## src/rtl/i2cm_pkg.sv

```systemverilog
`default_nettype none
package i2cm_pkg;

  typedef enum logic [2:0] {
    OP_START = 3'd0,
    OP_STOP  = 3'd1,
    OP_SEND  = 3'd2,
    OP_WACK  = 3'd3,
    OP_READ  = 3'd4
  } op_t;

  typedef enum logic [16:0] {
    PH_IDLE    = 17'h00001,
    PH_ST1     = 17'h00002,
    PH_ST2     = 17'h00004,
    PH_SP1     = 17'h00008,
    PH_SP2     = 17'h00010,
    PH_WA1     = 17'h00020,
    PH_WA2     = 17'h00040,
    PH_WAP     = 17'h00080,
    PH_SB_LEAD = 17'h00100,
    PH_SB_SET  = 17'h00200,
    PH_SB_HI   = 17'h00400,
    PH_SB_LO   = 17'h00800,
    PH_SB_TAIL = 17'h01000,
    PH_RB_LO   = 17'h02000,
    PH_RB_HI   = 17'h04000,
    PH_RB_A1   = 17'h08000,
    PH_RB_A2   = 17'h10000
  } phase_t;

  localparam int unsigned DLY_W = 11;

  typedef struct packed {
    logic       cmd_valid;
    logic [2:0] op;
    logic [7:0] tx_byte;
    logic       give_ack;
    logic       sda;
  } tick_t;

  typedef struct packed {
    logic       scl;
    logic       sda;
    logic       drv;
    logic       busy;
    logic       done;
    logic [7:0] rx;
    logic       fail;
  } res_t;

endpackage
`default_nettype wire

```

## src/rtl/i2cm_front.sv

```systemverilog
`default_nettype none
module i2cm_front (
  input  wire              clk,
  input  wire              rst_n,
  input  wire              in_valid,
  output logic             in_stall,
  input  wire              in_command_valid,
  input  wire        [2:0] in_operation,
  input  wire        [7:0] in_tx_byte,
  input  wire              in_give_ack,
  input  wire              in_sda_sample,
  output logic             q_valid,
  output i2cm_pkg::tick_t  q_data,
  input  wire              q_pop
);
  import i2cm_pkg::*;

  // Two-entry queue of ticks.
  tick_t      mem_r [2];
  logic       wp_r, wp_nxt, rp_r, rp_nxt;
  logic [1:0] cnt_r, cnt_nxt;
  logic       push;

  assign in_stall = (cnt_r == 2'd2);
  assign push     = in_valid && !in_stall;
  assign q_valid  = (cnt_r != 2'd0);
  assign q_data   = mem_r[rp_r];

  always_comb begin
    wp_nxt  = wp_r ^ push;
    rp_nxt  = rp_r ^ q_pop;
    cnt_nxt = cnt_r + {1'b0, push} - {1'b0, q_pop};
  end

  always_ff @(posedge clk) begin
    if (!rst_n) begin
      wp_r  <= 1'b0;
      rp_r  <= 1'b0;
      cnt_r <= 2'd0;
    end else begin
      wp_r  <= wp_nxt;
      rp_r  <= rp_nxt;
      cnt_r <= cnt_nxt;
    end
  end

  always_ff @(posedge clk) begin
    if (push) begin
      mem_r[wp_r] <= '{cmd_valid: in_command_valid, op: in_operation,
                       tx_byte: in_tx_byte, give_ack: in_give_ack, sda: in_sda_sample};
    end
  end
endmodule
`default_nettype wire

```

## src/rtl/i2cm_back.sv

```systemverilog
`default_nettype none
module i2cm_back (
  input  wire             clk,
  input  wire             rst_n,
  input  wire       [7:0] tpu,
  input  wire       [7:0] limit,
  input  wire             q_valid,
  input  i2cm_pkg::tick_t q_data,
  output logic            q_pop,
  output logic            out_valid,
  input  wire             out_stall,
  output i2cm_pkg::res_t  res
);
  import i2cm_pkg::*;

  phase_t           ph_r, ph_nxt;
  logic [3:0]       bit_r, bit_nxt;
  logic [7:0]       sh_r, sh_nxt;
  logic [DLY_W-1:0] dly_r, dly_nxt, dec;
  logic [7:0]       poll_r, poll_nxt;
  logic             ackc_r, ackc_nxt;
  logic             scl_r, scl_nxt, sda_r, sda_nxt, drv_r, drv_nxt;
  logic [7:0]       rx_r, rx_nxt;
  logic             fail_r, fail_nxt, done_nxt;
  logic             ov_r;
  res_t             res_r;
  logic [7:0]       t;
  logic [DLY_W-1:0] d1, d2, d3, d4, d5;
  logic [8:0]       pnext;
  logic             sda;

  assign t  = (tpu == 8'd0) ? 8'd1 : tpu;
  assign d1 = {3'd0, t};
  assign d2 = {2'd0, t, 1'b0};
  assign d4 = {1'b0, t, 2'b0};
  assign d3 = d2 + d1;
  assign d5 = d4 + d1;

  assign q_pop     = q_valid && (!ov_r || !out_stall);
  assign out_valid = ov_r;
  assign res       = res_r;
  assign sda       = q_data.sda;

  always_comb begin
    ph_nxt = ph_r; bit_nxt = bit_r; sh_nxt = sh_r; dly_nxt = dly_r;
    poll_nxt = poll_r; ackc_nxt = ackc_r; scl_nxt = scl_r; sda_nxt = sda_r;
    drv_nxt = drv_r; rx_nxt = rx_r; fail_nxt = fail_r; done_nxt = 1'b0;
    pnext = {1'b0, poll_r} + 9'd1;
    dec = (dly_r != '0) ? dly_r - 1'b1 : dly_r;
    if (ph_r == PH_IDLE) begin
      if (q_data.cmd_valid) begin
        case (q_data.op)
          OP_START: begin
            bit_nxt = '0; drv_nxt = 1'b1; sda_nxt = 1'b1; scl_nxt = 1'b1;
            dly_nxt = d4; ph_nxt = PH_ST1;
          end
          OP_STOP: begin
            bit_nxt = '0; drv_nxt = 1'b1; scl_nxt = 1'b0; sda_nxt = 1'b0;
            dly_nxt = d4; ph_nxt = PH_SP1;
          end
          OP_SEND: begin
            bit_nxt = '0; drv_nxt = 1'b1; scl_nxt = 1'b0; sh_nxt = q_data.tx_byte;
            dly_nxt = d2; ph_nxt = PH_SB_LEAD;
          end
          OP_WACK: begin
            bit_nxt = '0; fail_nxt = 1'b0; poll_nxt = '0; drv_nxt = 1'b0;
            sda_nxt = 1'b1; dly_nxt = d1; ph_nxt = PH_WA1;
          end
          OP_READ: begin
            bit_nxt = '0; drv_nxt = 1'b0; sh_nxt = '0; ackc_nxt = q_data.give_ack;
            scl_nxt = 1'b0; dly_nxt = d2; ph_nxt = PH_RB_LO;
          end
          default: begin
            bit_nxt = '0;
          end
        endcase
      end
    end else if (ph_r == PH_WAP || (ph_r == PH_WA2 && dec == '0)) begin
      dly_nxt = dec;
      if (ph_r == PH_WAP) dly_nxt = dly_r;
      if (!sda) begin
        scl_nxt = 1'b0; ph_nxt = PH_IDLE; done_nxt = 1'b1;
      end else if (pnext > {1'b0, limit}) begin
        fail_nxt = 1'b1; drv_nxt = 1'b1; scl_nxt = 1'b0; sda_nxt = 1'b0;
        dly_nxt = d4; ph_nxt = PH_SP1;
      end else begin
        poll_nxt = pnext[7:0]; ph_nxt = PH_WAP;
      end
    end else begin
      dly_nxt = dec;
      if (dec == '0) begin
        case (ph_r)
          PH_ST1: begin sda_nxt = 1'b0; dly_nxt = d4; ph_nxt = PH_ST2; end
          PH_ST2: begin scl_nxt = 1'b0; ph_nxt = PH_IDLE; done_nxt = 1'b1; end
          PH_SP1: begin
            scl_nxt = 1'b1; sda_nxt = 1'b1; dly_nxt = d4; ph_nxt = PH_SP2;
          end
          PH_SP2: begin ph_nxt = PH_IDLE; done_nxt = 1'b1; end
          PH_WA1: begin scl_nxt = 1'b1; dly_nxt = d1; ph_nxt = PH_WA2; end
          PH_SB_LEAD: begin
            sda_nxt = sh_r[7]; sh_nxt = {sh_r[6:0], 1'b0};
            dly_nxt = d2; ph_nxt = PH_SB_SET;
          end
          PH_SB_SET: begin scl_nxt = 1'b1; dly_nxt = d5; ph_nxt = PH_SB_HI; end
          PH_SB_HI: begin scl_nxt = 1'b0; dly_nxt = d3; ph_nxt = PH_SB_LO; end
          PH_SB_LO: begin
            bit_nxt = bit_r + 4'd1;
            if (bit_nxt < 4'd8) begin
              sda_nxt = sh_r[7]; sh_nxt = {sh_r[6:0], 1'b0};
              dly_nxt = d2; ph_nxt = PH_SB_SET;
            end else begin
              sda_nxt = 1'b1; dly_nxt = d1; ph_nxt = PH_SB_TAIL;
            end
          end
          PH_SB_TAIL: begin ph_nxt = PH_IDLE; done_nxt = 1'b1; end
          PH_RB_LO: begin scl_nxt = 1'b1; dly_nxt = d1; ph_nxt = PH_RB_HI; end
          PH_RB_HI: begin
            sh_nxt = {sh_r[6:0], sda};
            bit_nxt = bit_r + 4'd1;
            if (bit_nxt < 4'd8) begin
              scl_nxt = 1'b0; dly_nxt = d2; ph_nxt = PH_RB_LO;
            end else begin
              scl_nxt = 1'b0; drv_nxt = 1'b1; sda_nxt = !ackc_r;
              dly_nxt = d2; ph_nxt = PH_RB_A1;
            end
          end
          PH_RB_A1: begin scl_nxt = 1'b1; dly_nxt = d2; ph_nxt = PH_RB_A2; end
          PH_RB_A2: begin
            scl_nxt = 1'b0; rx_nxt = sh_r; ph_nxt = PH_IDLE; done_nxt = 1'b1;
          end
          default: ph_nxt = PH_IDLE;
        endcase
      end
    end
  end

  always_ff @(posedge clk) begin
    if (!rst_n) begin
      ph_r <= PH_IDLE; bit_r <= '0; sh_r <= '0; dly_r <= '0; poll_r <= '0;
      ackc_r <= 1'b0; scl_r <= 1'b1; sda_r <= 1'b1; drv_r <= 1'b1;
      rx_r <= '0; fail_r <= 1'b0; ov_r <= 1'b0;
    end else begin
      if (q_pop) begin
        ph_r <= ph_nxt; bit_r <= bit_nxt; sh_r <= sh_nxt; dly_r <= dly_nxt;
        poll_r <= poll_nxt; ackc_r <= ackc_nxt; scl_r <= scl_nxt;
        sda_r <= sda_nxt; drv_r <= drv_nxt; rx_r <= rx_nxt; fail_r <= fail_nxt;
        ov_r <= 1'b1;
      end else if (!out_stall) begin
        ov_r <= 1'b0;
      end
    end
  end

  always_ff @(posedge clk) begin
    if (q_pop) begin
      res_r <= '{scl: scl_nxt, sda: sda_nxt, drv: drv_nxt,
                 busy: (ph_nxt != PH_IDLE), done: done_nxt, rx: rx_nxt, fail: fail_nxt};
    end
  end
endmodule
`default_nettype wire

```

## src/rtl/i2c_bit_level_master_core.sv

```systemverilog
// A tick accepted into the two-entry queue has its result registered in the result register
// once the back end pops it from the queue.
// Throughput: one tick per clock while neither side stalls; the sequencer updates its state once per tick.
// A two-entry tick queue decouples input stalls from output stalls.
// Reset is synchronous, active low: idle, SCL and SDA high and driven,
// prescaler 1, ACK timeout limit 254.
`default_nettype none
module i2c_bit_level_master_core (
  input  wire       clk,
  input  wire       rst_n,
  input  wire       cfg_we,
  input  wire [0:0] cfg_index,
  input  wire [7:0] cfg_wdata,
  input  wire       in_valid,
  output logic      in_stall,
  input  wire       in_command_valid,
  input  wire [2:0] in_operation,
  input  wire [7:0] in_tx_byte,
  input  wire       in_give_ack,
  input  wire       in_sda_sample,
  output logic      out_valid,
  input  wire       out_stall,
  output logic      out_scl_level,
  output logic      out_sda_level,
  output logic      out_sda_driving,
  output logic      out_busy_res,
  output logic      out_command_done,
  output logic [7:0] out_rx_byte,
  output logic      out_ack_failed
);
  import i2cm_pkg::*;

  logic [7:0] tpu_r, lim_r;
  logic       q_valid, q_pop;
  tick_t      q_data;
  res_t       res;

  always_ff @(posedge clk) begin
    if (!rst_n) begin
      tpu_r <= 8'd1;
      lim_r <= 8'd254;
    end else if (cfg_we) begin
      if (cfg_index == 1'b0) tpu_r <= cfg_wdata;
      else                   lim_r <= cfg_wdata;
    end
  end

  i2cm_front u_front (
    .clk, .rst_n, .in_valid, .in_stall, .in_command_valid, .in_operation,
    .in_tx_byte, .in_give_ack, .in_sda_sample, .q_valid, .q_data, .q_pop
  );

  i2cm_back u_back (
    .clk, .rst_n, .tpu(tpu_r), .limit(lim_r), .q_valid, .q_data, .q_pop,
    .out_valid, .out_stall, .res
  );

  assign out_scl_level    = res.scl;
  assign out_sda_level    = res.sda;
  assign out_sda_driving  = res.drv;
  assign out_busy_res     = res.busy;
  assign out_command_done = res.done;
  assign out_rx_byte      = res.rx;
  assign out_ack_failed   = res.fail;
endmodule
`default_nettype wire

```

## config.mk

```make
export PLATFORM = sky130hd
export DESIGN_NAME = i2c_bit_level_master_core
export DESIGN_NICKNAME = d
export VERILOG_FILES = /design/src/rtl/i2cm_pkg.sv /design/src/rtl/i2cm_front.sv /design/src/rtl/i2cm_back.sv /design/src/rtl/i2c_bit_level_master_core.sv
export SDC_FILE = /design/constraint.sdc
export NUM_CORES = 1
export LEC_CHECK = 0
export BUFFER_PORTS_ARGS = -buffer_cell sky130_fd_sc_hd__buf_2
export CORE_AREA = 2 2 141 143
export DETAILED_ROUTE_END_ITERATION = 16
export DIE_AREA = 0 0 143 145
export GPL_ROUTABILITY_DRIVEN = 0
export MAX_ROUTING_LAYER = met4
export PLACE_DENSITY = 0.7
export SLEW_MARGIN = 20
export SYNTH_ARGS = -nofsm -noshare
export SYNTH_HDL_FRONTEND = slang
export SYNTH_HIERARCHICAL = 1
export SYNTH_SLANG_ARGS = --single-unit
export TNS_END_PERCENT = 1
```

## constraint.sdc

```tcl
create_clock -name clk -period 7.3 [get_ports clk]
set_input_delay 1.46 -clock clk [delete_from_list [all_inputs] [get_ports clk]]
set_output_delay 1.46 -clock clk [all_outputs]
set_load 0.02 [all_outputs]
```

# Yosys cells after proc, flatten, opt, wreduce, memory -nomap -nowiden
# Memory sizes are Yosys's and may differ from the RTL's. A register that Yosys moved wholly into a read port is not among the register bits.
# Index checks and enable logic that the tools add are counted.
[word_totals] in_bits=28 mem_bits_rw=28 elab_cells=193 reg_bits=96 n_memories=1
[mem_list] name="u_front.mem_r" words=2 word_bits=14 read_ports=1 rd_clocked_by_memory_dff=1 wr=1 line_no="i2cm_front.sv:19" source="tick_t mem_r [2];"
[op_classes] muxes=86 eq_ne=31 order_cmp=2 addsub=7 bitwise=3 n_reduce_logical=39
[ops] op="$pmux W17 S10" count=1
[ops] op="$mux W8" count=17
[ops] op="$mux W11" count=8
[ops] op="$mux W17" count=5
[ops] op="$pmux W17 S5" count=1
[ops] op="$pmux W11 S6" count=1
[ops] op="$mux W1" count=37
[ops] op="$pmux W11 S3" count=1
[ops] op="$pmux W8 S3" count=1
[ops] op="$mux W4" count=5
[ops] op="$eq A17 B1 Y1 const B" count=1
[ops] op="$eq A17 B10 Y1 const B" count=1
[ops] op="$eq A17 B11 Y1 const B" count=1
[ops] op="$eq A17 B12 Y1 const B" count=1
[ops] op="$eq A17 B13 Y1 const B" count=1
[ops] op="$eq A17 B14 Y1 const B" count=1
[ops] op="$eq A17 B15 Y1 const B" count=1
[ops] op="$eq A17 B16 Y1 const B" count=1
[ops] op="$eq A17 B17 Y1 const B" count=1
[ops] op="$eq A17 B2 Y1 const B" count=1
[ops] op="$eq A17 B3 Y1 const B" count=1
[ops] op="$eq A17 B4 Y1 const B" count=1
[ops] op="$eq A17 B5 Y1 const B" count=1
[ops] op="$eq A17 B6 Y1 const B" count=1
[ops] op="other kinds (49)" count=77

# Logic depth before layout (Yosys ltp)
[logic_depth] depth_word=8 mapped_depth=17

# Modules after synthesis
# Netlist, hierarchy kept.
[by_module_without_submodules] mod="i2cm_back" area_each_um2=6612.6 instances=1 seq_area_each_um2=1661.6 cells_per_inst=827
[by_module_without_submodules] mod="i2cm_front" area_each_um2=1257.5 instances=1 seq_area_each_um2=940.9 cells_per_inst=66
[by_module_without_submodules] mod="i2c_bit_level_master_core" area_each_um2=660.6 instances=1 seq_area_each_um2=320.3 cells_per_inst=72

# Worst setup path before layout
# Ideal clock, no wire load.
[synth_path] path_kind="reg2reg" from="reg tpu_r[4]" to="reg u_back.dly_r[9]" path_stages_with_launch=16 setup_time_ns=0.133 path_buffers=1 required_ns=7.167 arrival_ns=3.217 path_slack_ns=3.950 path_cell_list="dfxtp_1 > clkbuf_1 > inv_1 > ha_1 > nand4b_1 > o21ai_0 > inv_1 > ha_1 > a22oi_1 > o211ai_1 > a22o_1 > o31ai_1 > nor4_1 > a221o_1 > a21oi_1 > a31oi_1"
[synth_between] elab_chain_len=7 elab_cells_between_ends=12 classes_between="add/sub: 2; mux: 9; reduce/logical: 1"
[synth_lines] item="start: declaration" line_no="i2c_bit_level_master_core.sv:33" source="logic [7:0] tpu_r, lim_r;"
[synth_lines] item="start signal: assignment" line_no="i2c_bit_level_master_core.sv:43" source="if (cfg_index == 1'b0) tpu_r <= cfg_wdata;"
[synth_lines] item="$logic_not A8 Y1" line_no="i2cm_back.sv:32" source="assign t = (tpu == 8'd0) ? 8'd1 : tpu;"
[synth_lines] item="$mux W8 *" line_no="i2cm_back.sv:32"
[synth_lines] item="$add A10 B8 Y11 / $add A9 B8 Y10 (equally long branches)" line_no="i2cm_back.sv:37, i2cm_back.sv:36"
[synth_lines] item="$pmux W11 S6" line_no="i2cm_back.sv:92" source="case (ph_r)"
[synth_lines] item="$mux W11" line_no="i2cm_back.sv:91" source="if (dec == '0) begin"
[synth_lines] item="$mux W11" line_no="i2cm_back.sv:78" source="end else if (ph_r == PH_WAP || (ph_r == PH_WA2 && dec == '0)) begin"
[synth_lines] item="$mux W11 *" line_no="i2cm_back.sv:50" source="if (ph_r == PH_IDLE) begin"
[synth_lines] item="end signal: assignment" line_no="i2cm_back.sv:144" source="ph_r <= ph_nxt; bit_r <= bit_nxt; sh_r <= sh_nxt; dly_r <= dly_nxt;"
[synth_lines] item="end: declaration" line_no="i2cm_back.sv:19" source="logic [DLY_W-1:0] dly_r, dly_nxt, dec;"
# Mark *: on every way between the ends. The rest lies on a longest branch, timed or not. The select of a mux whose other input is x is not followed.
# A chain may end at the register's enable or synchronous reset.

# Final worst setup path
[layout_path] from="reg tpu_r[3]" to="reg u_back.dly_r[8]"
[layout_between] elab_chain_len=7 elab_cells_between_ends=13 classes_between="add/sub: 2; mux: 10; reduce/logical: 1"
[layout_lines] item="$logic_not A8 Y1" line_no="i2cm_back.sv:32"
[layout_lines] item="$mux W8 *" line_no="i2cm_back.sv:32"
[layout_lines] item="$add A10 B8 Y11, or another cell as far along" line_no="i2cm_back.sv:37" source="assign d5 = d4 + d1;"
[layout_lines] item="$pmux W11 S6" line_no="i2cm_back.sv:92"
[layout_lines] item="$mux W11" line_no="i2cm_back.sv:91"
[layout_lines] item="$mux W11" line_no="i2cm_back.sv:78"
[layout_lines] item="$mux W11 *" line_no="i2cm_back.sv:50"
# Marked as above.

==> impl_metrics.ini <==
[logic_synthesis]
syn_avg_cell_area_um2 = 8.84
synth_edf_count = 42
synth_top_area_share = 0.195
synth_top_cell_by_area = dfxtp_1
synthTopCellsByCount = 86 x nor2_1, 84 x nand2_1, 83 x dfxtp_1, 61 x a21oi_1, 59 x o21ai_0
yosysMostFrequentCell = nor2_1
yosysSeqAreaShare = 0.343
synth_nets = 1021
ys_async_sr_fraction = 0
syn_area_um2 = 8530
ys.flop_type = dfxtp_1
synth-seq-cells = 125
synth_area_leaders = dfxtp_1 19%, edfxtp_1 15%, ha_1 4.1%
synthCells = 965
yosys_warnings = 6
ys_types = 97

[sta]
fin_crit_sh = 0.550
slew_violations = 0
fmax_mhz = 249
slew_headroom = 0.312
fin_crit_ps = 4010
clock_skew_ps = 13.7
hold_violations = 0
rsz0062_at_grt = no
setup_viol = 0
tns_ps = 0
finalWorstSetupSlack_ps = 3290
worst_pin_slew_ps = 1030

[floorplan]
die_w_um = 143
die_y_um = 145
core_um2 = 19200
placementRows = 51
top_level_ports = 44
die_area_um2 = 20700
initial_core_util = 0.444

[setup_path]
crit_type = reg -> reg
worstSetupEndpointType = register
cp.arrival_ps = 4320
crit_chain = inv_1 > ha_1 > nand4b_1 > nor2_1 > nor2_1 > inv_1 > ha_1 > ha_1 > a21o_1 > a21oi_1 > o21ai_0 > a41oi_1 > o221ai_1 > a31oi_1 > o211a_1 > a211oi_1
r2r.worst_path.cells = 16
crit_path_frequent_cell = ha_1
critPathLaunchType = register
critPathRequiredTime_ps = 7600
cp_slowest_cell = dfxtp_1
max_stage_delay_ps = 610
crit_fanout = 16

[clock_network]
cts.sinks = 125
post_cts_buffers = 0
clockBufferDepth = 2
root_buffer = clkbuf_16
htreeDepth = 4
clk-insertion-delay-late_ps = 430
cts_inserted_buffers = 17
clkTransAtPathRegs_ps = 60
cts_resized = 0
ctsHoldBuffers = 0
cts_tree = built

[global_route]
globalRouteMet2Util = 0.367
gr-total-overflow = 0
grt_usage = 0.238
grt_max_degree = 67
grt_pass1_wl_mm = 38.2
grt_busiest_layer = met2
grt_pass1_vias = 7237
antenna_found_initial = 0
gr-usage-met1 = 0.310
gr-usage-met3 = 0.0525

[route]
dr.first_iter.drc_count = 1119
via_per_inst = 6.17
first_pass_iters = 7
num_vias = 7753
post_drt_wl_per_cell_um = 19.0
drcViolationCount = 0
ant_nets = 0
wl_mm = 23.9

[power]
ir_drop_v = 0.000174
cellPowerDensity_nw_per_um2 = 391
p_sw_mw = 1.65
finalPower_mw = 3.68
power.leakage_nw = 3.76
internal_power_mw = 2.03
p_clk_frac = 0.224
switching_share = 0.449
pwr-share-seq = 0.280
combPwrFrac = 0.496

[place]
dpl_cell_area_um2 = 8840
portBuffers = 43
place_ws_ps = 3380
dp_hpwl_mm = 17.0

[finish]
drive_gt1_frac = 0.151
diodes = 0
num-nets-final = 1035
area_growth_pct = 10.4
final_area_um2 = 9410

[run_status]
status = complete, no violations

[hold_path]
holdPathStages = 2
hold_path.class = reg -> reg

[run]
max_cap_violations = 0
## power groups by stage
stage / combinational [mW] / sequential, mW / clock (mW)
after floorplan: 1.38 / 1.02 / 0
after global placement: 1.77 / 1.04 / 0
after detailed placement: 1.77 / 1.04 / 0
after CTS: 1.79 / 1.03 / 0.833
after global routing: 1.96 / 1.05 / 0.864
final: 1.83 / 1.03 / 0.826
## state kept, by name (all words and copies together) (netlist names), 2 cells and up, named ones only
register       cells
lim_r              8
tpu_r              8
u_back/bit_r       4
u_back/dly_r      11
u_back/ph_r       17
u_back/poll_r      8
u_back/res        14
u_back/rx_r        8
u_back/sh_r        8
u_front/cnt_r      2
u_front/mem_r     28
## final timing paths
| path | startpoint | endpoint | slack, ps |
|---|---|---|---|
| worst max-delay path | tpu_r[3]$_SDFFE_PN0P_ | u_back/dly_r[8]$_SDFFE_PN0P_ | 3290 |
| worst min-delay path | u_back/bit_r[1]$_SDFFE_PN0P_ | u_back/bit_r[1]$_SDFFE_PN0P_ | 480 |
| worst max register to register | tpu_r[3]$_SDFFE_PN0P_ | u_back/dly_r[8]$_SDFFE_PN0P_ | 3290 |
| worst min register to register | u_back/bit_r[1]$_SDFFE_PN0P_ | u_back/bit_r[1]$_SDFFE_PN0P_ | 480 |
## cell type report
class | instances | area [µm²]
inverter | 40 | 150
multi-input combinational | 742 | 5150
tap | 265 | 332
sequential | 125 | 2920
fill | 1769 | 9790
timing repair buffer | 53 | 290
clock inverter | 14 | 134
clock buffer | 18 | 439
## logic make-up after synthesis
kind of cell / count (synthesis) / share of synthesized area
fa+ha+maj: 28 / 0.0411
mux: 38 / 0.0529
buf+inv: 98 / 0.0550
xor+xnor: 35 / 0.0392
simple gates: 354 / 0.224
flops: 125 / 0.343
compound gates: 287 / 0.245
## worst max-delay path, delay by kind of cell (launching register included)
family          cells  cell delay (ps)
compound gates      8             1450
simple gates        3              680
buf+inv             2              380
fa+ha+maj           3              750
flops               1              610
## metal layers
metal | vias to the layer above | share of wire
met3 | 58 | 0.093
li1 | 3656 | -
met2 | 406 | 0.47
met1 | 3633 | 0.42
met4 | 0 | 0.021
met5 | - | 0
## metrics by stage
step | utilization | hold WS (ps) | std cells
6_report | 0.490 | 480 | 1257
5_1_grt | 0.490 | 513 | 1257
4_1_cts | 0.490 | 481 | 1257
3_5_place_dp | 0.460 | 466 | 1225
3_3_place_gp | 0.460 | 467 | 1225
2_1_floorplan | - | 440 | 965
## layout by cell type (no fill, tap or decap), types with 11 or more instances in the layout
cell	instances
nor2_1	86
nand2_1	84
dfxtp_1	83
a21oi_1	61
o21ai_0	58
buf_2	43
edfxtp_1	42
inv_1	38
nand3_1	32
ha_1	28
nor3_1	26
o211ai_1	20
xor2_1	18
clkbuf_16	17
a211oi_1	16
mux2_2	15
mux2i_1	14
nand4_1	14
nand2b_1	14
xnor2_1	14
and3_1	13
and2_1	13
o211a_1	11
Power figures use the tool's default switching activity.
